<file path="src/rtl/sat_pkg.sv">
// Shared types and constants for the section address translator.
`default_nettype none

package sat_pkg;

  // Table size and field widths.
  localparam int MAX_SECTIONS = 16;
  localparam int IDX_W        = 4;
  localparam int ADDR_W       = 32;
  localparam int CNT_W        = 5;
  localparam int CFG_IDX_W    = 2;

  // Configuration register indexes.
  localparam logic [CFG_IDX_W-1:0] REG_IMAGE_BASE    = 2'd0;
  localparam logic [CFG_IDX_W-1:0] REG_SECTION_COUNT = 2'd1;

  // Request kinds.
  localparam logic REQ_LOAD      = 1'b0;
  localparam logic REQ_TRANSLATE = 1'b1;

  localparam logic [ADDR_W-1:0] IMAGE_BASE_RESET = 32'h0040_0000;

  // Token that walks the chain of section cells.
  typedef struct packed {
    logic              live;
    logic              kind;
    logic [IDX_W-1:0]  idx;
    logic [ADDR_W-1:0] start;
    logic [ADDR_W-1:0] span;
    logic [ADDR_W-1:0] fbase;
    logic [ADDR_W-1:0] rva;
    logic [CNT_W-1:0]  limit;
    logic              found;
    logic [ADDR_W-1:0] offset;
    logic [IDX_W-1:0]  match_idx;
  } tok_t;

endpackage

`default_nettype wire

</file>
<file path="src/rtl/sat_cell.sv">
// One section cell: holds one entry, loads it or tests a passing address.
`default_nettype none

module sat_cell import sat_pkg::*; (
  input  logic             clk,
  input  logic             rst,
  input  logic [IDX_W-1:0] cell_id,
  input  tok_t             tok_in,
  output tok_t             tok_out
);

  logic [ADDR_W-1:0] section_start;
  logic [ADDR_W-1:0] section_span;
  logic [ADDR_W-1:0] section_file_base;

  logic [ADDR_W-1:0] end_addr;
  logic              covered;
  logic              in_range;
  tok_t              tok_next;

  // Range test against this cell's entry; the end wraps at 32 bits.
  always_comb begin
    end_addr = section_start + section_span;
    covered  = (tok_in.rva >= section_start) && (tok_in.rva < end_addr);
    in_range = {1'b0, cell_id} < tok_in.limit;
    tok_next = tok_in;
    if (tok_in.live && (tok_in.kind == REQ_TRANSLATE) && !tok_in.found &&
        in_range && covered) begin
      tok_next.found     = 1'b1;
      tok_next.offset    = tok_in.rva - section_start + section_file_base;
      tok_next.match_idx = cell_id;
    end
  end

  // A load item writes the entry when it passes the cell it names.
  always_ff @(posedge clk) begin
    if (tok_in.live && (tok_in.kind == REQ_LOAD) && (tok_in.idx == cell_id)) begin
      section_start     <= tok_in.start;
      section_span      <= tok_in.span;
      section_file_base <= tok_in.fbase;
    end
  end

  // Hand the token to the next cell.
  always_ff @(posedge clk) begin
    if (rst) begin
      tok_out <= '0;
    end else begin
      tok_out <= tok_next;
    end
  end

endmodule

`default_nettype wire

</file>
<file path="config.mk">
export PLATFORM = sky130hd
export DESIGN_NAME = sat_cell
export DESIGN_NICKNAME = d
export VERILOG_FILES = /design/src/rtl/sat_pkg.sv /design/src/rtl/sat_cell.sv
export SDC_FILE = /design/constraint.sdc
export NUM_CORES = 1
export LEC_CHECK = 0
export BUFFER_PORTS_ARGS = -buffer_cell sky130_fd_sc_hd__buf_2
export CORE_ASPECT_RATIO = 1.2
export CORE_MARGIN = 2
export CORE_UTILIZATION = 26
export CTS_BUF_LIST = sky130_fd_sc_hd__clkbuf_8
export DETAILED_ROUTE_END_ITERATION = 8
export GPL_TIMING_DRIVEN = 1
export SLEW_MARGIN = 10
export SYNTH_ARGS = -nofsm -noshare
export SYNTH_HDL_FRONTEND = slang
export SYNTH_SLANG_ARGS = --single-unit
</file>
<file path="constraint.sdc">
create_clock -name clk -period 4.5 [get_ports clk]
set_input_delay 0.45 -clock clk [delete_from_list [all_inputs] [get_ports clk]]
set_output_delay 0.45 -clock clk [all_outputs]
set_load 0.01 [all_outputs]
</file>
; Word-level counts from Yosys, hierarchy flattened
; Cells that the tools add are included.
[totals]
mem_bits_rw = 0
mem_count = 0
in_bits = 182
latchBits = 0
word_cells = 31
rom_bits = 0
regBits = 272
output_inout_bits = 176
[classes]
n_eq_ne = 1
shifts = 0
mux = 1
n_mul = 0
order_cmp = 3
bitwise = 1
addsub = 3
n_reduce_logical = 8
n_div = 0
[ops]
columns = op, count
row1 = $add 32x32->32, 2
row2 = $mux 37, 1
row3 = $ge 32x32->1, 1
row4 = $lt 32x32->1, 1
row5 = $sub 32x32->32, 1
row6 = $logic_and 1x1->1, 7
row7 = $lt 4x5->1, 1
row8 = $eq 4x4->1, 1
row9 = $logic_not 1->1, 1
row10 = $not 1->1, 1

; Longest topological paths before layout
; Gate-level depths: netlist of run 1.
[depth]
ltp_word = 5
ltp_mapped = 24
mapped_depth_nobuf = 22

; Worst setup path before layout of run 1
; Ideal clock, no wire load.
[synth_timing]
path_type = flip-flop to flip-flop
from = register section_start[13]
to = register tok_out[4] in the netlist's numbering
required_ns = 4.372
setup_ns = 0.128
path_slack_ns = -0.369
synth_period_minus_slack_ns = 4.869
path_buffers = 3
stages_incl_launch_ff = 22
arrival_time_ns = 4.742
cell_sequence = edfxtp_1 > ha_1 > buf_2 > a21oi_1 > nand2_1 > a221oi_2 > a21oi_1 > o41ai_2 > a21oi_1 > or4b_1 > a31oi_1 > xnor2_1 > ha_1 > nand4_1 > or4_1 > o311ai_0 > or4_4 > or2_1 > buf_2 > buf_2 > mux2i_1 > nor2_1
[synth_between]
elab_chain_len = 5
word_cells_on_any_way = 6
classes_between = 1 x add/sub / 2 x order compare / 1 x mux / 2 x reduce/logical
[synth_lines]
columns = item, line_no
row1 = start: declaration, sat_cell.sv:12  ; logic [ADDR_W-1:0] section_start;
row2 = start signal: assignment, sat_cell.sv:38  ; section_start <= tok_in.start;
row3 = $add 32x32->32, sat_cell.sv:23  ; end_addr = section_start + section_span;
row4 = $lt 32x32->1, sat_cell.sv:24  ; covered = (tok_in.rva >= section_start) && (tok_in.rva < end_addr);
row5 = $logic_and 1x1->1 *, sat_cell.sv:24
row6 = $logic_and 1x1->1 *, sat_cell.sv:28  ; in_range && covered) begin
row7 = $mux 37 *, sat_cell.sv:27  ; if (tok_in.live && (tok_in.kind == REQ_TRANSLATE) && !tok_in.found &&
row8 = end signal: assignment, sat_cell.sv:49  ; tok_out <= tok_next;
row9 = end: declaration, sat_cell.sv:9  ; output tok_t tok_out
; Mark *: on every way between the ends. The rest lies on a longest branch, timed or not.
; A chain may end at the register's enable or synchronous reset.

; Worst setup path after layout of run 1
[layout_timing]
from = register section_start[1]
to = register tok_out[34] in the netlist's numbering
[layout_between]
elab_chain_len = 5
word_cells_on_any_way = 8
classes_between = 3 x add/sub / 2 x order compare / 1 x mux / 2 x reduce/logical
[layout_lines]
columns = item, line_no
row1 = $add 32x32->32, sat_cell.sv:23
row2 = $lt 32x32->1, sat_cell.sv:24
row3 = $logic_and 1x1->1, sat_cell.sv:24
row4 = $logic_and 1x1->1, sat_cell.sv:28
row5 = $mux 37 *, sat_cell.sv:27
; Marks and branches as above.

==> key figures, run 1 <==
Routing
  • Drt first pass iters: 5
  • Vias per Instance: 4.35
  • Starting DRT DRC Count: 574
  • Remaining DRCs: 0
  • Wire per inst: 17.1 um
  • Antenna Nets Post-Route: 0
  • Vias post-DR: 11479
  • Final WL: 45000 um

STA
  • Unrepaired setup endpoints after global routing: true
  • Final setup vio count: 37
  • Final Hold Fails: 0
  • Skew final: 32.0 ps
  • Fin crit period: 4770 ps
  • Max Clk Rate: 210 MHz
  • Worst-margin pin slew: 1010 ps
  • Post-route setup slack: -268 ps
  • Slew HR: 33.0%
  • Final Max Slew Viols: 0
  • Period utilisation layout: 106%

Global routing
  • Initial antenna violation count: 13
  • Grt ovf: 0
  • Vias in the first global route: 11999
  • Global-route usage over all layers: 16.4%
  • First-pass GRT wire length: 67200 um
  • Largest net degree at the start of global routing: 120

Die
  • Starting Density: 26.4%
  • I/O Pins: 358
  • Die X: 213 um
  • Core Area: 51600 sq um
  • Cell Rows: 91
  • Chip height: 255 um
  • Die area: 54200 sq um

Synthesis
  • Ys async rst share: 0%
  • Synth cell types: 63
  • Netlist Area Pre-Place: 13600 sq um
  • Net Count, Synth: 1666
  • Post-synth top cells: 176 x dfxtp_1, 175 x inv_1, 129 x ha_1
  • Top post-synthesis cells by area: dfxtp_1 26%, edfxtp_1 21%, ha_1 12%, nor2b_1 5.1%, inv_1 4.8%
  • Synth top area share: 25.9%
  • Count leader, synth: dfxtp_1
  • Yosys warns: 0
  • Post-synthesis sequential area ratio: 47.1%
  • Seq cells post-synth: 272
  • Synth area leader: dfxtp_1
  • Post-synth EDFFs: 96
  • Syn Area/Cell: 10.3 sq um
  • Gate Count Post-Synth: 1323
  • Synth Flop Type: dfxtp_1

Worst setup path
  • CP max FO: 6
  • Critical path startpoint category: flip-flop
  • Worst EP required: 5040 ps
  • Critical path class: flip-flop to flip-flop
  • Worst EP arrival: 5310 ps
  • Worst setup EP type: flip-flop
  • Flop2flop setup slack: -270 ps

Clock tree
  • CTS buffer count: 49
  • CTS tree: done
  • CTS Sinks: 272
  • Latest clock arrival within the worst-skew pair: 630 ps
  • Worst-path clk slew: 60 ps
  • CTS root buf: clkbuf_8
  • H-tree depth: 2
  • Max clock buf depth: 3

Finish
  • Cell area after layout: 19300 sq um
  • Area Overhead vs Synth: 41.4%
  • Final Net Count: 2231
  • Finished Layout Cells: 2636
  • Share of cells above drive strength 1: 31.0%

Job
  • Max-cap violations: 0

Place
  • DP Wirelength: 35300 um
  • Inst Count DP: 2446
  • IO buf count: 357
  • Setup slack at placement: -708 ps
  • Area after DPL: 17000 sq um
  • GPL Wtd Cong: 0.897

Power and ir drop
  • Max IR drop VDD: 0.000240 V
  • Power per cell area: 334 nW/um^2
  • Leakage: 9.18 nW
  • Overall power: 6.43 mW

Status
  • Status: finished with violations
  • Failing checks: setup timing

Min path
  • Hold Path Class: input pin to flip-flop
==> area by class of cell <==
class	count	area [sq um]
repair buffers	548	3520
clock buffers	61	840
flip-flops and latches	272	6410
multi-input cells	842	6660
well taps	697	872
fillers	5206	32300
clock inverters	31	269
inverters	175	657
diodes	10	25.0
==> layer usage <==
layer  share of wire (%)  GRT usage [%]  vias up
met4                 3.8           7.41        6
met5               0.075              0        -
li1                    -              -     5670
met3                 5.1           3.61      101
met2                  49           28.2      327
met1                  42           19.6     5375
==> flip-flops by register name, indices dropped and copies added (netlist names) <==
signal	flops
section_span	32
section_start	32
section_file_base	32
tok_out	176
==> worst max-delay path, stage by stage (launching register included) <==
cell	delay [ps]
edfxtp_1	390
ha_1	330
a211oi_2	260
o211ai_1	220
nand4_1	190
a21oi_2	110
o41ai_2	310
a21oi_2	120
o31a_1	360
and4b_1	210
nor3_2	170
ha_1	270
a21oi_2	130
nor2b_1	50
o21ai_1	170
o311ai_2	120
or4_4	480
or2_4	300
or3_1	310
o211ai_1	170
==> stage by stage <==
step / TNS (ps) / util, % / hold WS, ps
floorplan: 0 / - / 549
global placement: -18110 / 32.9 / 645
detailed placement: -20020 / 32.9 / 641
CTS: -6840 / 36.9 / 0.137
global route: -16500 / 37.3 / 6.56
finish: -6980 / 37.3 / 47.7
==> cells in the final DEF, fill, tap and decap left out, types with 10 or more instances in the layout <==
cell	netlist	final
nand2_1	33	33
clkbuf_8	0	61
a21oi_1	75	60
nor2b_1	111	110
o211ai_1	12	12
buf_2	5	356
nand3_1	15	14
ha_1	129	125
nor3_1	21	20
dfxtp_1	176	176
buf_4	1	103
xor2_1	17	17
mux2i_1	19	18
edfxtp_1	96	96
o21ai_0	42	34
diode_2	0	10
a21oi_2	0	15
nand4_1	12	12
a211oi_1	18	15
inv_1	175	191
o21a_1	14	13
dlygate4sd3_1	0	80
fa_1	32	31
nor2_1	114	113
xnor2_1	34	34
a21o_1	37	37
==> cells by family (layout without fill, tap and decap cells) <==
logic type	count (synthesis)	after routing	synth area share [%]
simple gates	356	356	13.6
flops	272	272	47.1
compound gates	255	255	12.3
buf+inv	209	815	5.84
fa+ha+maj	161	161	16.6
xor+xnor	51	51	3.28
mux	19	19	1.40
other cells	0	10	0
==> path summary, 6_finish.rpt <==
check,from,endpoint,cells past startpoint
max reg2reg,section_start[1]$_DFFE_PP_,tok_out[34]$_SDFF_PP0_,19
min reg2reg,section_file_base[31]$_DFFE_PP_,tok_out[35]$_SDFF_PP0_,4
max,section_start[1]$_DFFE_PP_,tok_out[34]$_SDFF_PP0_,19
min,tok_in[139],section_start[1]$_DFFE_PP_,1
==> report_power, final <==
part | leakage (nW) | switching (mW) | total (mW) | internal [mW]
clock network | 0.623 | 1.10 | 2.61 | 1.51
logic | 6.22 | 0.621 | 1.13 | 0.512
registers | 2.33 | 0.0310 | 2.68 | 2.65
total | 9.18 | 1.75 | 6.43 | 4.68
==> what timing repair did <==
item,in CTS,in global routing
pin swaps,15,19
endpoints found under the hold margin,79,1
gates resized for setup,34,20
buffers inserted,2,6
hold buffers,79,1
endpoints found under the setup margin,37,37
cloned,0,2
Power figures use the tool's default switching activity.
==> inputs of run 2 (changes only) <==
--- a/config.mk
+++ b/config.mk
@@ -5,6 +5,7 @@
 export SDC_FILE = /design/constraint.sdc
 export NUM_CORES = 1
 export LEC_CHECK = 0
+export ABC_AREA = 1
 export BUFFER_PORTS_ARGS = -buffer_cell sky130_fd_sc_hd__buf_2
 export CORE_ASPECT_RATIO = 1.2
 export CORE_MARGIN = 2
==> key figures, run 2 <==
Status
  • Status: complete, no violations (was finished with violations)

Finish
  • Commonest cells after routing, fill and taps aside: 438 x inv_1, 422 x nand2_1, 356 x buf_2, 299 x nor2_1, 176 x dfxtp_1 (was 356 x buf_2, 191 x inv_1, 176 x dfxtp_1, 125 x ha_1, 113 x nor2_1)
  • Share of cells above drive strength 1: 18.3% (was 31.0%)
  • Area Overhead vs Synth: 30.5% (was 41.4%)
  • Finished Layout Cells: 3199 (was 2636)
  • Cell area after layout: 19700 sq um (was 19300 sq um)
  • Biggest register: tok_out (unchanged)
  • Max reg flops: 176 (unchanged)
  • Final Net Count: 2765 (was 2231)
  • Commonest non-fill, non-tap cell in the layout: inv_1 (was buf_2)

Worst setup path
  • Worst reg-to-reg path cell count: 22 (was 19)
  • Most used cell, CP: nand2_1 (was a21oi_2)
  • Worst EP arrival: 4510 ps (was 5310 ps)
  • CP max FO: 37 (was 6)
  • Worst r2r src: section_start[6]$_DFFE_PP_ (was section_start[1]$_DFFE_PP_)
  • Reg2reg end: tok_out[8]$_SDFF_PP0_ (was tok_out[34]$_SDFF_PP0_)
  • Worst path max stage delay: 480 ps (about the same)
  • Crit path max-delay family: simple AND/OR/NAND/NOR gates (was compound AO/OA/AOI/OAI gates)
  • Worst-path cell with the longest stage delay: edfxtp_1 (was or4_4)
  • Worst setup EP type: flip-flop (unchanged)
  • Critical path class: flip-flop to flip-flop (unchanged)
  • Critical path startpoint category: flip-flop (unchanged)
  • CP Cell Sequence: ha_1, a21oi_1, o21ai_0, a21oi_1, o21ai_2, nand2_1, nand2_1, nand2_1, nand2_1, nand2_1, nand2_1, ha_1, nand2_1, nor3b_2, nand4_1, nor2_2, nand3_2, clkinv_2, nand2_4, nor2_8, nor2_1, nor2_1 (was ha_1, a211oi_2, o211ai_1, nand4_1, a21oi_2, o41ai_2, a21oi_2, o31a_1, and4b_1, nor3_2, ha_1, a21oi_2, nor2b_1, o21ai_1, o311ai_2, or4_4, or2_4, or3_1, o211ai_1)
  • Worst EP required: 5060 ps (was 5040 ps)
  • Flop2flop setup slack: 550 ps (was -270 ps)
  • Worst Path Buf+Inv: 1 (was 0)

Die
  • Cell Rows: 96 (was 91)
  • Die X: 224 um (was 213 um)
  • Starting Density: 26.4% (about the same)
  • Core Area: 57300 sq um (was 51600 sq um)
  • Die area: 60100 sq um (was 54200 sq um)
  • Chip height: 268 um (was 255 um)
  • I/O Pins: 358 (unchanged)

Clock tree
  • CTS root buf: clkbuf_8 (unchanged)
  • Setup bufs post-CTS: 0 (was 2)
  • Latest clock arrival within the worst-skew pair: 650 ps (was 630 ps)
  • CTS Sinks: 272 (unchanged)
  • CTS buffer count: 49 (unchanged)
  • Max clock buf depth: 3 (unchanged)
  • Worst-path clk slew: 60 ps (about the same)
  • CTS tree: done (unchanged)
  • H-tree depth: 2 (unchanged)

STA
  • Worst-margin pin slew: 1060 ps (was 1010 ps)
  • Slew HR: 29.0% (was 33.0%)
  • Fin crit period: 3950 ps (was 4770 ps)
  • Period utilisation layout: 87.9% (was 106%)
  • Final setup vio count: 0 (was 37)
  • Final Max Slew Viols: 0 (unchanged)
  • TNS Setup: 0 ps (was -6980 ps)
  • Hold_ws: 48.6 ps (was 47.7 ps)
  • Max Clk Rate: 253 MHz (was 210 MHz)
  • Final Hold Fails: 0 (unchanged)
  • Skew final: 55.9 ps (was 32.0 ps)
  • Unrepaired setup endpoints after global routing: false (was true)

Power and ir drop
  • Clock network fraction of total power: 37.7% (was 40.6%)
  • Leakage: 10.5 nW (was 9.18 nW)
  • Power per cell area: 320 nW/um^2 (was 334 nW/um^2)
  • Sw Ratio: 29.9% (was 27.2%)
  • Sequential cell fraction of total power: 42.5% (was 41.7%)
  • Internal: 4.42 mW (was 4.68 mW)
  • Logic pwr share: 19.7% (was 17.6%)
  • Max IR drop VDD: 0.000203 V (was 0.000240 V)
  • Switch Pwr: 1.89 mW (was 1.75 mW)
  • Overall power: 6.31 mW (was 6.43 mW)

Place
  • GPL Wtd Cong: 0.942 (was 0.897)
  • DP Wirelength: 39400 um (was 35300 um)
  • IO buf count: 357 (unchanged)
  • Area after DPL: 17700 sq um (was 17000 sq um)
  • Inst Count DP: 3007 (was 2446)

Synthesis
  • Syn Area/Cell: 7.80 sq um (was 10.3 sq um)
  • Synth cell types: 45 (was 63)
  • Top post-synthesis cells by area: dfxtp_1 23%, edfxtp_1 19%, ha_1 11%, inv_1 10%, nand2_1 10% (was dfxtp_1 26%, edfxtp_1 21%, ha_1 12%, nor2b_1 5.1%, inv_1 4.8%)
  • Synth area leader: dfxtp_1 (unchanged)
  • Synth Flop Type: dfxtp_1 (unchanged)
  • Gate Count Post-Synth: 1938 (was 1323)
  • Post-synth top cells: 422 x inv_1, 422 x nand2_1, 299 x nor2_1 (was 176 x dfxtp_1, 175 x inv_1, 129 x ha_1)
  • Seq cells post-synth: 272 (unchanged)
  • Post-synth EDFFs: 96 (unchanged)
  • Ys async rst share: 0% (unchanged)
  • Yosys warns: 0 (unchanged)
  • Post-synthesis sequential area ratio: 42.4% (was 47.1%)
  • Synth top area share: 23.3% (was 25.9%)
  • Net Count, Synth: 2281 (was 1666)
  • Netlist Area Pre-Place: 15100 sq um (was 13600 sq um)

Global routing
  • Vias in the first global route: 13383 (was 11999)
  • Largest net degree at the start of global routing: 97 (was 120)
  • Initial antenna violation count: 10 (was 13)
  • First-pass GRT wire length: 73200 um (was 67200 um)
  • Global-route usage over all layers: 16.1% (was 16.4%)
  • Grt ovf: 0 (unchanged)

Routing
  • Antenna Nets Post-Route: 0 (unchanged)
  • Wire per inst: 15.3 um (was 17.1 um)
  • Drt first pass iters: 5 (unchanged)
  • Vias per Instance: 4.17 (was 4.35)
  • Final WL: 48900 um (was 45000 um)
  • Remaining DRCs: 0 (unchanged)
  • Vias post-DR: 13351 (was 11479)
  • Starting DRT DRC Count: 598 (was 574)

Min path
  • Worst hold start: tok_in[174] (was tok_in[139])
  • Hold Path Class: input pin to flip-flop (unchanged)
  • Worst Hold Depth: 3 (was 1)
  • WHS Endpoint: tok_out[174]$_SDFF_PP0_ (was section_start[1]$_DFFE_PP_)

Job
  • Max-cap violations: 0 (unchanged)
## run 2: changes by cell type in the layout (fill, tap and decap cells not counted), sizes merged, moves of 35 or more
cell	previous run	this run
buf	466	362
a21o	37	2
nand2	33	426
nand3	15	75
nor2	114	301
nor2b	111	0
inv	192	445
## run 2: repair_timing
| item | in CTS | in global routing |
|---|---|---|
| hold buffers | 99 | 0 |
| gates resized for setup | 0 | 1 |
| endpoints found under the setup margin | 0 | 1 |
| endpoints found under the hold margin | 122 | 0 |
## run 2: layout make-up
type | instances | area [sq um]
Clock buffer | 51 | 702
Inverter | 428 | 1610
Tap cell | 735 | 920
Fill cell | 6065 | 37600
Clock inverter | 38 | 284
Sequential cell | 272 | 6410
Antenna cell | 4 | 10.0
Timing Repair Buffer | 461 | 2830
Multi-Input combinational cell | 1210 | 6970
## run 2: layer usage
layer / up-vias / global-route usage [%] / part of all wire (%)
li1: 6928 / - / -
met1: 5998 / 19.2 / 43
met2: 310 / 28.5 / 49
met3: 103 / 3.24 / 4.9
met4: 12 / 5.96 / 3.1
met5: - / 0 / 0.15
## run 2: worst max-delay path by stage
stage	from	to	cells after the start
final	section_start[6]$_DFFE_PP_	tok_out[8]$_SDFF_PP0_	22
after global routing	section_start[6]$_DFFE_PP_	tok_out[4]$_SDFF_PP0_	22
after CTS	section_start[6]$_DFFE_PP_	tok_out[17]$_SDFF_PP0_	22
after detailed placement	section_start[6]$_DFFE_PP_	tok_out[25]$_SDFF_PP0_	22
after global placement	section_start[6]$_DFFE_PP_	tok_out[13]$_SDFF_PP0_	22
after floorplan	tok_in[174]	section_file_base[0]$_DFFE_PP_	3
## run 2: through the flow
stage               util [%]  setup slack (ps)
floorplan                  -               279
global placement        31.0               459
detailed placement      31.0               450
CTS                     34.4               446
global route            34.4              85.8
finish                  34.4               546
## run 2: kinds of logic (layout without fill, tap and decap cells)
logic type | count (synthesis) | count (layout) | synth area share [%]
simple gates | 856 | 856 | 23.1
buf+inv | 456 | 978 | 11.7
flops | 272 | 272 | 42.4
fa+ha+maj | 161 | 161 | 14.9
compound gates | 153 | 153 | 5.66
xor+xnor | 40 | 40 | 2.32
other cells | 0 | 4 | 0
## run 2: power groups by stage
stage	registers (mW)	clock network [mW]	logic, mW
after floorplan	2.78	0	0.674
after detailed placement	2.74	0	1.19
after global routing	2.69	2.60	1.42
after global placement	2.73	0	1.19
after CTS	2.68	2.50	1.26
final	2.68	2.38	1.24
## run 2: worst reg2reg max path: stages (launching register included)
cell      delay (ps)
edfxtp_1         480
ha_1             430
a21oi_1          230
o21ai_0          170
a21oi_1          300
o21ai_2          140
nand2_1           80
nand2_1          100
nand2_1          150
nand2_1           70
nand2_1           60
nand2_1           60
ha_1             290
nand2_1           70
nor3b_2          140
nand4_1          110
nor2_2           110
nand3_2          120
clkinv_2          90
nand2_4           60
nor2_8           410
nor2_1           110
nor2_1           120
==> inputs of run 3 (changes only) <==
--- a/config.mk
+++ b/config.mk
@@ -5,7 +5,6 @@
 export SDC_FILE = /design/constraint.sdc
 export NUM_CORES = 1
 export LEC_CHECK = 0
-export ABC_AREA = 1
 export BUFFER_PORTS_ARGS = -buffer_cell sky130_fd_sc_hd__buf_2
 export CORE_ASPECT_RATIO = 1.2
 export CORE_MARGIN = 2
@@ -13,6 +12,7 @@
 export CTS_BUF_LIST = sky130_fd_sc_hd__clkbuf_8
 export DETAILED_ROUTE_END_ITERATION = 8
 export GPL_TIMING_DRIVEN = 1
+export PLACE_DENSITY_LB_ADDON = 0.3
 export SLEW_MARGIN = 10
 export SYNTH_ARGS = -nofsm -noshare
 export SYNTH_HDL_FRONTEND = slang
==> key figures, run 3 (synthesized netlist as in run 1, its figures left out) <==
Status
  • Status: finished with violations (was complete, no violations)
  • Failing checks: setup timing

Finish
  • Commonest cells after routing, fill and taps aside: 356 x buf_2, 190 x inv_1, 176 x dfxtp_1, 125 x ha_1, 110 x nor2b_1 (was 438 x inv_1, 422 x nand2_1, 356 x buf_2, 299 x nor2_1, 176 x dfxtp_1)
  • Commonest non-fill, non-tap cell in the layout: buf_2 (was inv_1)
  • Area Overhead vs Synth: 42.1% (was 30.5%)
  • Share of cells above drive strength 1: 31.3% (was 18.3%)
  • Final Net Count: 2241 (was 2765)
  • Biggest register: tok_out (unchanged)
  • Post-route core utilization: 37.5% (was 34.4%)
  • Max reg flops: 176 (unchanged)

Power and ir drop
  • Max IR drop VDD: 0.000217 V (was 0.000203 V)
  • Overall power: 6.33 mW (was 6.31 mW)
  • Power per cell area: 327 nW/um^2 (was 320 nW/um^2)
  • Leakage: 9.21 nW (was 10.5 nW)

Die
  • Die X: 213 um (was 224 um)
  • Chip height: 255 um (was 268 um)
  • Cell Rows: 91 (was 96)
  • Starting Density: 26.4% (about the same)
  • Die area: 54200 sq um (was 60100 sq um)
  • Core Area: 51600 sq um (was 57300 sq um)
  • I/O Pins: 358 (unchanged)

STA
  • Max Clk Rate: 203 MHz (was 253 MHz)
  • Final Max Slew Viols: 0 (unchanged)
  • Worst-margin pin slew: 982 ps (was 1060 ps)
  • Final Hold Fails: 0 (unchanged)
  • Post-route setup slack: -433 ps (was 546 ps)
  • Period utilisation layout: 110% (was 87.9%)
  • Unrepaired setup endpoints after global routing: true (was false)
  • Fin crit period: 4930 ps (was 3950 ps)
  • Skew final: 27.1 ps (was 55.9 ps)
  • Slew HR: 34.6% (was 29.0%)
  • Final setup vio count: 37 (was 0)
  • Hold_ws: 53.4 ps (was 48.6 ps)

Min path
  • Hold Path Class: input pin to flip-flop (unchanged)

Worst setup path
  • Worst setup EP type: flip-flop (unchanged)
  • Worst EP arrival: 5390 ps (was 4510 ps)
  • CP Cell Sequence: ha_4, a211oi_4, o211ai_1, nand4_1, a21oi_4, o41ai_4, a21oi_2, or4b_1, a31oi_1, xnor2_1, ha_1, nand4_1, or4_4, o311ai_4, or4_4, buf_12, nor2_4, buf_6, clkbuf_16, o211ai_1, o32ai_1 (was ha_1, a21oi_1, o21ai_0, a21oi_1, o21ai_2, nand2_1, nand2_1, nand2_1, nand2_1, nand2_1, nand2_1, ha_1, nand2_1, nor3b_2, nand4_1, nor2_2, nand3_2, clkinv_2, nand2_4, nor2_8, nor2_1, nor2_1)
  • Worst-path cell with the longest stage delay: or4_4 (was edfxtp_1)
  • Critical path class: flip-flop to flip-flop (unchanged)
  • Worst path max stage delay: 550 ps (was 480 ps)
  • Crit path max-delay family: simple AND/OR/NAND/NOR gates (unchanged)
  • CP max FO: 4 (was 37)
  • Worst EP required: 4960 ps (was 5060 ps)
  • Critical path startpoint category: flip-flop (unchanged)
  • Worst Path Buf+Inv: 3 (was 1)

Clock tree
  • CTS Sinks: 272 (unchanged)
  • Max clock buf depth: 3 (unchanged)
  • H-tree depth: 2 (unchanged)
  • Worst-path clk slew: 60 ps (about the same)
  • CTS tree: done (unchanged)
  • Latest clock arrival within the worst-skew pair: 620 ps (was 650 ps)
  • CTS root buf: clkbuf_8 (unchanged)
  • CTS buffer count: 49 (unchanged)

Routing
  • Drt first pass iters: 6 (was 5)
  • Final WL: 44400 um (was 48900 um)
  • Remaining DRCs: 0 (unchanged)
  • Vias post-DR: 11441 (was 13351)
  • Antenna Nets Post-Route: 0 (unchanged)
  • Vias per Instance: 4.34 (was 4.17)
  • Starting DRT DRC Count: 439 (was 598)
  • Wire per inst: 16.8 um (was 15.3 um)

Global routing
  • First-pass GRT wire length: 66200 um (was 73200 um)
  • Largest net degree at the start of global routing: 118 (was 97)
  • Grt ovf: 0 (unchanged)
  • Vias in the first global route: 11926 (was 13383)
  • Global-route usage over all layers: 16.1% (about the same)
  • Initial antenna violation count: 4 (was 10)

Job
  • Max-cap violations: 0 (unchanged)

Place
  • IO buf count: 357 (unchanged)
  • GPL Wtd Cong: 0.886 (was 0.942)
  • DP Wirelength: 34800 um (was 39400 um)
run 3: what timing repair did:
action                                 in CTS  in global routing
gates resized for setup                    23                 56
pin swaps                                  11                 18
hold buffers                               85                  0
endpoints found under the hold margin      85                  0
setup buffers                               4                 12
gates cloned                                1                  2
setup endpoints to repair                  37                 37
run 3: where the power goes:
part	switching, mW	total (mW)	internal, mW
sequential	0.0310	2.68	2.65
combinational	0.626	1.15	0.521
clock	1.10	2.50	1.40
total	1.76	6.33	4.57
run 3: metal layers:
metal	vias up	share of wire [%]	wire (um)	GRT usage (%)
met3	85	4.6	2050	3.08
met1	5369	43	19100	19.4
met2	300	49	21800	28.2
met5	-	0.036	16	0
li1	5685	-	-	-
met4	2	3.4	1500	6.41
run 3: area by class of cell:
cell class / count / area [sq um]
clock buffer: 57 / 785
clock inverter: 34 / 264
multi-input combinational: 842 / 6710
antenna: 3 / 7.51
fill: 5242 / 32200
tap: 697 / 872
inverter: 175 / 657
sequential: 272 / 6410
timing repair buffer: 558 / 3640
run 3: worst register-to-register path: cells and delay by family, from the launching register on:
kind,cells,cell delay (ps)
xor gates and xnor gates,1,100
and+or+nand+nor,6,1670
AOI/OAI and AO/OA,9,1600
buffers and inverters,3,400
adders and majority gates,2,560
DFF,1,450
run 3: worst paths after layout:
check                                                startpoint                     endpoint  slack (ps)  depth (start not counted)
worst max-delay path                 section_start[1]$_DFFE_PP_       tok_out[28]$_SDFF_PP0_        -430                         21
worst min-delay path                                tok_in[160]  section_start[22]$_DFFE_PP_          50                          1
worst max register to register       section_start[1]$_DFFE_PP_       tok_out[28]$_SDFF_PP0_        -430                         21
worst min register to register  section_file_base[31]$_DFFE_PP_       tok_out[35]$_SDFF_PP0_         820                          4
run 3: metrics by stage:
step	TNS, ps	std cells	worst slack, ps	cell area [sq um]
floorplan	0	1323	10.4	13600
global placement	-25420	2443	-732	17000
detailed placement	-26600	2443	-809	17000
CTS	-21870	2624	-668	19000
global route	-19400	2638	-615	19300
finish	-13100	2638	-433	19300
